$ cat src/eucd_pkg.sv
package eucd_pkg;

  localparam int ACC_BITS           = 44;
  localparam int DIST_BITS          = 30;
  localparam int COORD_BITS_DEFAULT = 16;
  localparam int FRACTION_BITS_DEF  = 8;

  localparam logic [ACC_BITS-1:0]  ACC_MAX  = '1;
  localparam logic [DIST_BITS-1:0] DIST_MAX = '1;

  // Commands from the controller to the datapath
  typedef struct packed {
    logic take;    // register the square of the accepted word
    logic finish;  // fold the last square, move the sum to the root unit, clear
    logic step;    // one root iteration
    logic load;    // load the result register
  } eucd_cmd_t;

endpackage

$ cat src/euclidean_distance.sv
// Euclidean distance: takes one coordinate word per cycle and accumulates squares.
// After a last-dimension word, in_ready drops while the result is formed: the drain
// state folds the last square, a restoring root unit retires one of ROOT_W result bits
// (ROOT_W = 30 by default) per cycle, and the write state loads the result. out_valid
// rises in the cycle after the load, which waits until out_ready takes any held result.
// Synchronous active-low reset clears the sum, overflow flag and control state.
module euclidean_distance #(
  parameter int COORD_BITS    = eucd_pkg::COORD_BITS_DEFAULT,
  parameter int FRACTION_BITS = eucd_pkg::FRACTION_BITS_DEF
) (
  input  logic                           clk,
  input  logic                           rst_n,
  input  logic                           in_valid,
  output logic                           in_ready,
  input  logic signed [COORD_BITS-1:0]   in_point_coord,
  input  logic signed [COORD_BITS-1:0]   in_query_coord,
  input  logic                           in_last_element,
  output logic                           out_valid,
  input  logic                           out_ready,
  output logic [eucd_pkg::DIST_BITS-1:0] out_distance,
  output logic                           out_overflow
);
  import eucd_pkg::*;

  eucd_cmd_t cmd;

  eucd_ctrl #(
    .FRACTION_BITS (FRACTION_BITS)
  ) u_ctrl (
    .clk             (clk),
    .rst_n           (rst_n),
    .in_valid        (in_valid),
    .in_last_element (in_last_element),
    .in_ready        (in_ready),
    .out_valid       (out_valid),
    .out_ready       (out_ready),
    .cmd             (cmd)
  );

  eucd_dp #(
    .COORD_BITS    (COORD_BITS),
    .FRACTION_BITS (FRACTION_BITS)
  ) u_dp (
    .clk            (clk),
    .rst_n          (rst_n),
    .cmd            (cmd),
    .in_point_coord (in_point_coord),
    .in_query_coord (in_query_coord),
    .out_distance   (out_distance),
    .out_overflow   (out_overflow)
  );

endmodule

$ cat src/eucd_dp.sv
module eucd_dp #(
  parameter int COORD_BITS    = eucd_pkg::COORD_BITS_DEFAULT,
  parameter int FRACTION_BITS = eucd_pkg::FRACTION_BITS_DEF
) (
  input  logic                          clk,
  input  logic                          rst_n,
  input  eucd_pkg::eucd_cmd_t           cmd,
  input  logic signed [COORD_BITS-1:0]  in_point_coord,
  input  logic signed [COORD_BITS-1:0]  in_query_coord,
  output logic [eucd_pkg::DIST_BITS-1:0] out_distance,
  output logic                          out_overflow
);
  import eucd_pkg::*;

  localparam int DIFF_W = COORD_BITS + 1;
  localparam int SQ_W   = 2 * DIFF_W;
  localparam int SUM_W  = ((SQ_W > ACC_BITS) ? SQ_W : ACC_BITS) + 1;
  localparam int ROOT_W = (ACC_BITS + 2 * FRACTION_BITS + 1) / 2;
  localparam int RAD_W  = 2 * ROOT_W;
  localparam int REM_W  = ROOT_W + 2;
  localparam int EXT_W  = (ROOT_W > DIST_BITS) ? ROOT_W : DIST_BITS;

  logic signed [DIFF_W-1:0] diff;
  logic [DIFF_W-1:0]        mag;
  logic [SQ_W-1:0]          sq_nxt;
  logic [SUM_W-1:0]         sum_ext;
  logic                     over;
  logic [ACC_BITS-1:0]      sum_sat;
  logic [REM_W-1:0]         rem_t;
  logic [REM_W-1:0]         trial;
  logic                     fits;
  logic [EXT_W-1:0]         root_ext;
  logic [DIST_BITS-1:0]     dist_nxt;

  logic [SQ_W-1:0]      sq_r;
  logic                 sq_vld_r;
  logic [ACC_BITS-1:0]  acc_r;
  logic                 sat_r;
  logic [RAD_W-1:0]     rad_r;
  logic [REM_W-1:0]     rem_r;
  logic [ROOT_W-1:0]    root_r;
  logic                 ovf_hold_r;
  logic [DIST_BITS-1:0] dist_r;
  logic                 ovf_r;

  always_comb begin
    diff   = DIFF_W'(in_point_coord) - DIFF_W'(in_query_coord);
    mag    = diff[DIFF_W-1] ? DIFF_W'(-diff) : DIFF_W'(diff);
    sq_nxt = SQ_W'(mag) * SQ_W'(mag);
  end

  // Saturating accumulate of the registered square
  always_comb begin
    sum_ext = SUM_W'(acc_r) + SUM_W'(sq_r);
    over    = sum_ext > SUM_W'(ACC_MAX);
    sum_sat = over ? ACC_MAX : sum_ext[ACC_BITS-1:0];
  end

  // Restoring square root: two radicand bits per step
  always_comb begin
    rem_t = {rem_r[REM_W-3:0], rad_r[RAD_W-1 -: 2]};
    trial = {root_r, 2'b01};
    fits  = rem_t >= trial;
  end

  always_comb begin
    root_ext = EXT_W'(root_r);
    if (root_ext > EXT_W'(DIST_MAX)) begin
      dist_nxt = DIST_MAX;
    end else begin
      dist_nxt = root_ext[DIST_BITS-1:0];
    end
  end

  always_ff @(posedge clk) begin
    if (!rst_n) begin
      sq_vld_r <= 1'b0;
      acc_r    <= '0;
      sat_r    <= 1'b0;
    end else begin
      sq_vld_r <= cmd.take;
      if (cmd.finish) begin
        acc_r <= '0;
        sat_r <= 1'b0;
      end else if (sq_vld_r) begin
        acc_r <= sum_sat;
        sat_r <= sat_r | over;
      end
    end
  end

  always_ff @(posedge clk) begin
    if (cmd.take) begin
      sq_r <= sq_nxt;
    end
    if (cmd.finish) begin
      rad_r      <= RAD_W'(sum_sat) << (2 * FRACTION_BITS);
      rem_r      <= '0;
      root_r     <= '0;
      ovf_hold_r <= sat_r | over;
    end else if (cmd.step) begin
      rad_r  <= rad_r << 2;
      rem_r  <= fits ? (rem_t - trial) : rem_t;
      root_r <= {root_r[ROOT_W-2:0], fits};
    end
    if (cmd.load) begin
      dist_r <= dist_nxt;
      ovf_r  <= ovf_hold_r;
    end
  end

  assign out_distance = dist_r;
  assign out_overflow = ovf_r;

  a_finish_clears: assert property (@(posedge clk) disable iff (!rst_n)
    cmd.finish |=> (acc_r == '0) && !sat_r)
    else $error("accumulator not cleared after vector end");

  a_finish_has_square: assert property (@(posedge clk) disable iff (!rst_n)
    cmd.finish |-> sq_vld_r)
    else $error("vector end without its last square");

  a_no_take_in_root: assert property (@(posedge clk) disable iff (!rst_n)
    cmd.step |-> !cmd.take && !sq_vld_r)
    else $error("word taken while the root unit runs");

endmodule

$ cat src/eucd_ctrl.sv
module eucd_ctrl #(
  parameter int FRACTION_BITS = eucd_pkg::FRACTION_BITS_DEF
) (
  input  logic                clk,
  input  logic                rst_n,
  input  logic                in_valid,
  input  logic                in_last_element,
  output logic                in_ready,
  output logic                out_valid,
  input  logic                out_ready,
  output eucd_pkg::eucd_cmd_t cmd
);
  import eucd_pkg::*;

  localparam int ROOT_W = (ACC_BITS + 2 * FRACTION_BITS + 1) / 2;
  localparam int CNT_W  = $clog2(ROOT_W + 1);

  localparam logic [1:0] ST_ACC   = 2'd0;
  localparam logic [1:0] ST_DRAIN = 2'd1;
  localparam logic [1:0] ST_SQRT  = 2'd2;
  localparam logic [1:0] ST_WRITE = 2'd3;

  logic [1:0]       state_r, state_nxt;
  logic [CNT_W-1:0] cnt_r, cnt_nxt;
  logic             out_valid_r, out_valid_nxt;

  always_comb begin
    in_ready   = state_r == ST_ACC;
    cmd.take   = in_valid && in_ready;
    cmd.finish = state_r == ST_DRAIN;
    cmd.step   = state_r == ST_SQRT;
    cmd.load   = (state_r == ST_WRITE) && (!out_valid_r || out_ready);
  end

  always_comb begin
    state_nxt = state_r;
    cnt_nxt   = cnt_r;
    case (state_r)
      ST_ACC: begin
        if (cmd.take && in_last_element) state_nxt = ST_DRAIN;
      end
      ST_DRAIN: begin
        cnt_nxt   = CNT_W'(ROOT_W);
        state_nxt = ST_SQRT;
      end
      ST_SQRT: begin
        cnt_nxt = cnt_r - CNT_W'(1);
        if (cnt_r == CNT_W'(1)) state_nxt = ST_WRITE;
      end
      ST_WRITE: begin
        if (cmd.load) state_nxt = ST_ACC;
      end
      default: state_nxt = ST_ACC;
    endcase
  end

  // Hold the result until taken; a fresh load wins over the drop
  always_comb begin
    if (cmd.load) begin
      out_valid_nxt = 1'b1;
    end else if (out_ready) begin
      out_valid_nxt = 1'b0;
    end else begin
      out_valid_nxt = out_valid_r;
    end
  end

  always_ff @(posedge clk) begin
    if (!rst_n) begin
      state_r     <= ST_ACC;
      cnt_r       <= '0;
      out_valid_r <= 1'b0;
    end else begin
      state_r     <= state_nxt;
      cnt_r       <= cnt_nxt;
      out_valid_r <= out_valid_nxt;
    end
  end

  assign out_valid = out_valid_r;

  a_load_no_clobber: assert property (@(posedge clk) disable iff (!rst_n)
    cmd.load |-> !out_valid_r || out_ready)
    else $error("result overwritten before taken");

  a_step_count: assert property (@(posedge clk) disable iff (!rst_n)
    cmd.step |-> cnt_r != '0)
    else $error("root step with empty count");

  a_out_hold: assert property (@(posedge clk) disable iff (!rst_n)
    out_valid && !out_ready |=> out_valid)
    else $error("result dropped before taken");

endmodule
$ cat config.mk
export PLATFORM = sky130hd
export DESIGN_NAME = euclidean_distance
export DESIGN_NICKNAME = d
export VERILOG_FILES = /design/src/eucd_pkg.sv /design/src/euclidean_distance.sv /design/src/eucd_dp.sv /design/src/eucd_ctrl.sv
export SDC_FILE = /design/constraint.sdc
export NUM_CORES = 1
export LEC_CHECK = 0
export BUFFER_PORTS_ARGS = -buffer_cell sky130_fd_sc_hd__buf_2
export CORE_UTILIZATION = 25
export DETAILED_ROUTE_END_ITERATION = 8
export GPL_ROUTABILITY_DRIVEN = 0
export PLACE_DENSITY_LB_ADDON = 0.25
export SKIP_LAST_GASP = 1
export SYNTH_ARGS = -nofsm -noshare
export SYNTH_HDL_FRONTEND = slang
export SYNTH_HIERARCHICAL = 1
export SYNTH_SLANG_ARGS = --single-unit
export TNS_END_PERCENT = 20
$ cat constraint.sdc
create_clock -name clk -period 15.9 [get_ports clk]
set_input_delay 2.385 -clock clk [delete_from_list [all_inputs] [get_ports clk]]
set_output_delay 2.385 -clock clk [all_outputs]
set_load 0.01 [all_outputs]
# Yosys cells after proc, flatten, opt, wreduce, memory -nomap -nowiden
# Cells that the tools add are included.
# Widths: inputs -> output; s select.
[totals] regBits=224 output_inout_bits=33 wordCells=53
[op_classes] n_addsub=5 n_mul=1 order_cmp=3 n_eq_ne=7 mux=12 bitwise=2 reduce_logical=10
[ops] op="$mux 60" count=2
[ops] op="$add 44x34->45" count=1
[ops] op="$gt 45x44->1 const B" count=1
[ops] op="$mux 44" count=1
[ops] op="$mul 17x17->34" count=1
[ops] op="$ge 32x32->1" count=1
[ops] op="$gt 30x30->1 const B" count=1
[ops] op="$mux 30" count=1
[ops] op="$sub 30x30->30" count=1
[ops] op="$mux 17" count=1
[ops] op="$neg 17->17" count=1
[ops] op="$sub 16x16->17" count=1
[ops] op="$pmux 5 s2" count=1
[ops] op="$pmux 2 s4" count=1
[ops] op="$mux 2" count=3
[ops] op="$eq 5x1->1 const B" count=1
[ops] op="$sub 5x1->5 const B" count=1
[ops] op="$eq 2x2->1 const B" count=2
[ops] op="$ne 2x1->1 const B" count=2
[ops] op="$reduce_bool 2->1" count=2
[ops] op="$logic_and 1x1->1" count=3
[ops] op="$reduce_and 3->1" count=1
[ops] op="$eq 2x1->1 const B" count=1
[ops] op="$logic_not 2->1" count=1
[ops] op="7 further kinds" count=8

# Logic depth before layout (Yosys ltp)
[logic_depth] depth_word=5 ltp_mapped=36 depth_no_buf=35

# Hierarchy
# The synthesis kept the hierarchy.
[modules_own_cells] module="eucd_dp" instances=1 cells_per_inst=2313 area_per_inst_um2=20726.1 seq_area_each_um2=5395.2
[modules_own_cells] module="eucd_ctrl" instances=1 cells_per_inst=54 area_per_inst_um2=476.7 seq_area_each_um2=160.2

# Least setup slack after synthesis
# No wires, ideal clock.
[synth_timing] path_kind="input -> register" startpoint="input port in_point_coord[0]" endpoint="register u_dp.sq_r[33] (data pin)" setup_ns=0.261 arrival_time_ns=10.414 setup_slack_ns=5.225 cell_stages=35 path_cell_list="inv_1 -> ha_1 -> fa_1 -> nor2b_4 -> o31a_1 -> o21a_1 -> a31oi_2 -> o221ai_2 -> clkbuf_1 -> nor2_1 -> xor2_1 -> inv_2 -> buf_2 -> nor2_1 -> inv_2 -> fa_1 -> inv_1 -> fa_1 -> fa_1 -> fa_1 -> inv_1 -> fa_1 -> inv_1 -> fa_1 -> ha_1 -> a2111oi_0 -> a22oi_1 -> a41oi_1 -> o21ai_0 -> a41oi_1 -> nand4b_1 -> a31o_2 -> a21oi_1 -> o21ai_0 -> xnor2_1"
[synth_between] elab_chain_len=4
[synth_rtl] item="from (decl)" line_no="euclidean_distance.sv:15" source="input logic signed [COORD_BITS-1:0] in_point_coord,"
[synth_rtl] item="$sub 16x16->17 *" line_no="eucd_dp.sv:47" source="diff = DIFF_W'(in_point_coord) - DIFF_W'(in_query_coord);"
[synth_rtl] item="$neg 17->17" line_no="eucd_dp.sv:48" source="mag = diff[DIFF_W-1] ? DIFF_W'(-diff) : DIFF_W'(diff);"
[synth_rtl] item="$mux 17 *" line_no="eucd_dp.sv:48"
[synth_rtl] item="$mul 17x17->34 *" line_no="eucd_dp.sv:49" source="sq_nxt = SQ_W'(mag) * SQ_W'(mag);"
[synth_rtl] item="via u_dp.sq_nxt[33]" line_no="eucd_dp.sv:25" source="logic [SQ_W-1:0] sq_nxt;"
[synth_rtl] item="to (signal assigned)" line_no="eucd_dp.sv:94" source="sq_r <= sq_nxt;"
[synth_rtl] item="to (decl)" line_no="eucd_dp.sv:35" source="logic [SQ_W-1:0] sq_r;"
# Mark *: on every way through the listed nets, which the timed path passes. The rest lies on a longest branch.
# A chain may end at the register's enable or synchronous reset.

# Worst setup path after layout
# Same ends and word-level chain as after synthesis.

==> impl_metrics.tcl <==
set metrics [dict create \
    synth_compound_area_share_pct 15.3 \
    htree_levels 1 \
    antenna_found_initial 0 \
    boundaryPins 70 \
    synth_top_area_share_pct 18.4 \
    synthDistinctLibCells 88 \
    area_of_the_die_sq_um 86000 \
    initial_utilization_pct 25.3 \
    largest_net_degree_at_the_start_of_global_routing 81 \
    cts_hold_bufs 0 \
    critical_path.slowest_cell "sky130_fd_sc_hd__xnor2_1" \
    post_synthesis_register_bit_count 223 \
    cts_resized 0 \
    filler_cells 9040 \
    reg2reg_setup_slack_ns 11.98 \
    drtAntennaViolNets 0 \
    post_synth_and_or_nand_nor_area_fraction_pct 13.3 \
    worst_slew_slack_as_a_fraction_of_its_limit_pct 27.7 \
    post-cts-setup-buffer-count 0 \
    tritoncts_clock_tree "done" \
    io_buffers 69 \
    final-max-slew-violation-count 0 \
    rsz_0062_raised_after_global_routing "no" \
    crit_share_post_route_pct 72.9 \
    gr-usage-all-layers_pct 11.5 \
    route.detailed.drc 0 \
    synth_most_common_cell "sky130_fd_sc_hd__inv_1" \
    vias_per_cell 4.35 \
    grt_pass1_wl_um 82100 \
    worst_path_most_repeated_cell "sky130_fd_sc_hd__fa_1" \
    timing.final.crit_period_ns 11.60 \
    clock-skew-final_ns 0.0184 \
    inserted_clock_buffers 26 \
    synthAdderAreaFrac_pct 29.7 \
    dr.first_iter.drc_count 651 \
    timing_worst_slew_pin_value_ns 1.08 \
    floorplan.die.width_um 293 \
    postSynthAreaPerCell_sq_um 8.96 \
    worstSetupPathType "in -> reg" \
    die-height_um 293 \
    synth_top_family_by_area "adder cells" \
    layout.nets 2787 \
    cp.arrival_ns 11.89 \
    core-area_sq_um 83800 \
    drt-pass1-iter-count 5 \
    post_synth_inst_count 2367 \
    detail_route.wirelength_um 48400 \
    timing.critical_path.from_type "primary input" \
    hpwl_um 37900 \
    cap_viol_max_count 0 \
    wirelength_per_cell_um 13.7 \
    num_rows 106 \
    synth_seq_area_share_pct 26.2 \
    synth.largest_area_cell "sky130_fd_sc_hd__fa_1" \
    synth_top_cells_by_area "sky130_fd_sc_hd__fa_1 (18%), sky130_fd_sc_hd__edfxtp_1 (15%), sky130_fd_sc_hd__ha_1 (11%)" \
    cell_at_the_root_of_the_clock_tree "sky130_fd_sc_hd__clkbuf_16" \
    setup-tns-final_ns 0 \
    critical_path_endpoint_category "flop" \
    cts_num_sinks 223 \
    critPathRequiredTime_ns 16.20 \
    worst_skew_pair.late_latency_ns 0.56 \
    syn_to_final_growth_pct 11.0 \
    synth_ff_type "sky130_fd_sc_hd__dfxtp_1" \
    num_vias 15300 \
    muxShareOfSynthArea_pct 2.02 \
    grt-ovfl-total 0 \
    cell_area_after_technology_mapping_sq_um 21200 \
    yosys.area_share.xor_xnor_pct 4.74 \
    yosysWarningCount 6 \
    timing.final.hold_violations 0 \
    synth_top_cells_by_count "sky130_fd_sc_hd__inv_1 (353), sky130_fd_sc_hd__nor2_1 (275), sky130_fd_sc_hd__fa_1 (195), sky130_fd_sc_hd__ha_1 (191), sky130_fd_sc_hd__a21oi_1 (169)" \
    drive_gt1_share_pct 7.38 \
    clkSlewWorstSetupHoldPaths_ns 0.06 \
    crit_path_max_fanout 16 \
    cts-root-to-sink-buffers 3 \
    max_clock_freq_ghz 0.0862 \
    grt_pass1_vias 15700 \
    outcome "completed" \
    synth_edf_count 109 \
    synth-async-reset-ratio_pct 0 \
    setup_viol_count_final 0 \
    worst_path_max_stage_delay_ns 0.80 \
    hp-class "reg -> reg" \
]
-- cell families after synthesis --
kind of cell | Yosys count
AOI/OAI and AO/OA | 492
xor gates and xnor gates | 114
adders and majority gates | 386
buffers and inverters | 488
DFF | 223
muxes | 42
other | 2
and+or+nand+nor | 620
-- critical path, delay by kind of cell --
family	cells	cell delay, ns
buffers and inverters	6	0.60
AOI/OAI and AO/OA	12	3.39
and+or+nand+nor	4	0.67
xor gates and xnor gates	2	0.93
adders and majority gates	9	3.88
-- area by class of cell --
cell class / count / area, sq um / area share [%]
clock buffer: 32 / 704 / 2.99
multi-input combinational: 1666 / 13900 / 58.9
antenna: 2 / 5.00 / 0.0213
clock inverter: 16 / 186 / 0.792
timing repair buffer: 82 / 443 / 1.88
tap: 1134 / 1420 / 6.03
sequential: 223 / 5560 / 23.6
inverter: 365 / 1370 / 5.82
-- worst paths after layout --
path | from | endpoint | depth (start not counted)
setup / recovery | in_point_coord[0] | u_dp/sq_r[33]$_DFFE_PP_ | 33
hold / removal | u_dp/ovf_hold_r$_DFFE_PP_ | u_dp/out_overflow$_DFFE_PP_ | 0
setup reg to reg | u_dp/sq_r[0]$_DFFE_PP_ | u_dp/rad_r[21]$_DFFE_PP_ | 12
hold reg to reg | u_dp/ovf_hold_r$_DFFE_PP_ | u_dp/out_overflow$_DFFE_PP_ | 0
-- metal layers --
layer	track usage (%)	vias up	part of all wire, %
met3	0.991	51	2.7
li1	-	7905	-
met2	18.8	194	45
met1	16.4	7179	51
met4	2.85	0	2.1
met5	0	-	0
-- stage by stage --
step	setup slack [ns]	instance area [sq um]	util, %	hold WS (ns)	cells
floorplan	5.22	21200	-	0.400	2377
global placement	3.84	22600	27.0	0.405	3470
detailed placement	3.68	22600	27.0	0.410	3470
CTS	4.28	23500	28.1	0.425	3518
global route	3.60	23500	28.1	0.427	3518
finish	4.30	23500	28.1	0.421	3520
-- sequential cells by signal, summed over array words and instances (netlist names) --
register and cells:
u_dp/sat_r 1, u_dp/rad_r 44, u_dp/out_distance 30, u_dp/rem_r 30, u_dp/acc_r 44, u_ctrl/state_r 2
u_dp/out_overflow 1, u_ctrl/cnt_r 5, u_dp/sq_r 33, u_dp/ovf_hold_r 1, u_dp/sq_vld_r 1, u_dp/root_ext 30
u_ctrl/out_valid 1
-- cells in the final DEF, fill, tap and decap left out, drive strengths merged, types with 5 or more instances in the layout --
master   count
a21oi      171
xnor2       72
nor4         5
o21ai       71
a41oi        5
o21bai      19
o21a        17
o211ai       6
buf         82
or2          9
nor2       275
xor2        42
a21boi       8
a211oi      66
and4         9
dfxtp      114
fa         195
a2111oi      6
ha         191
inv        365
conb        12
nor3        39
or3          9
a21o        45
nor2b       19
nand4       16
nand2b      20
and2         9
a311oi       5
a211o        8
nand2      154
clkbuf      32
mux2         6
nand3       21
o31ai        6
mux2i       36
clkinv      13
and3        21
a31oi       23
edfxtp     109
Power is left out: the tool's default activity adds up to more than one toggle a clock period on the data nets, which glitch-free logic cannot reach.
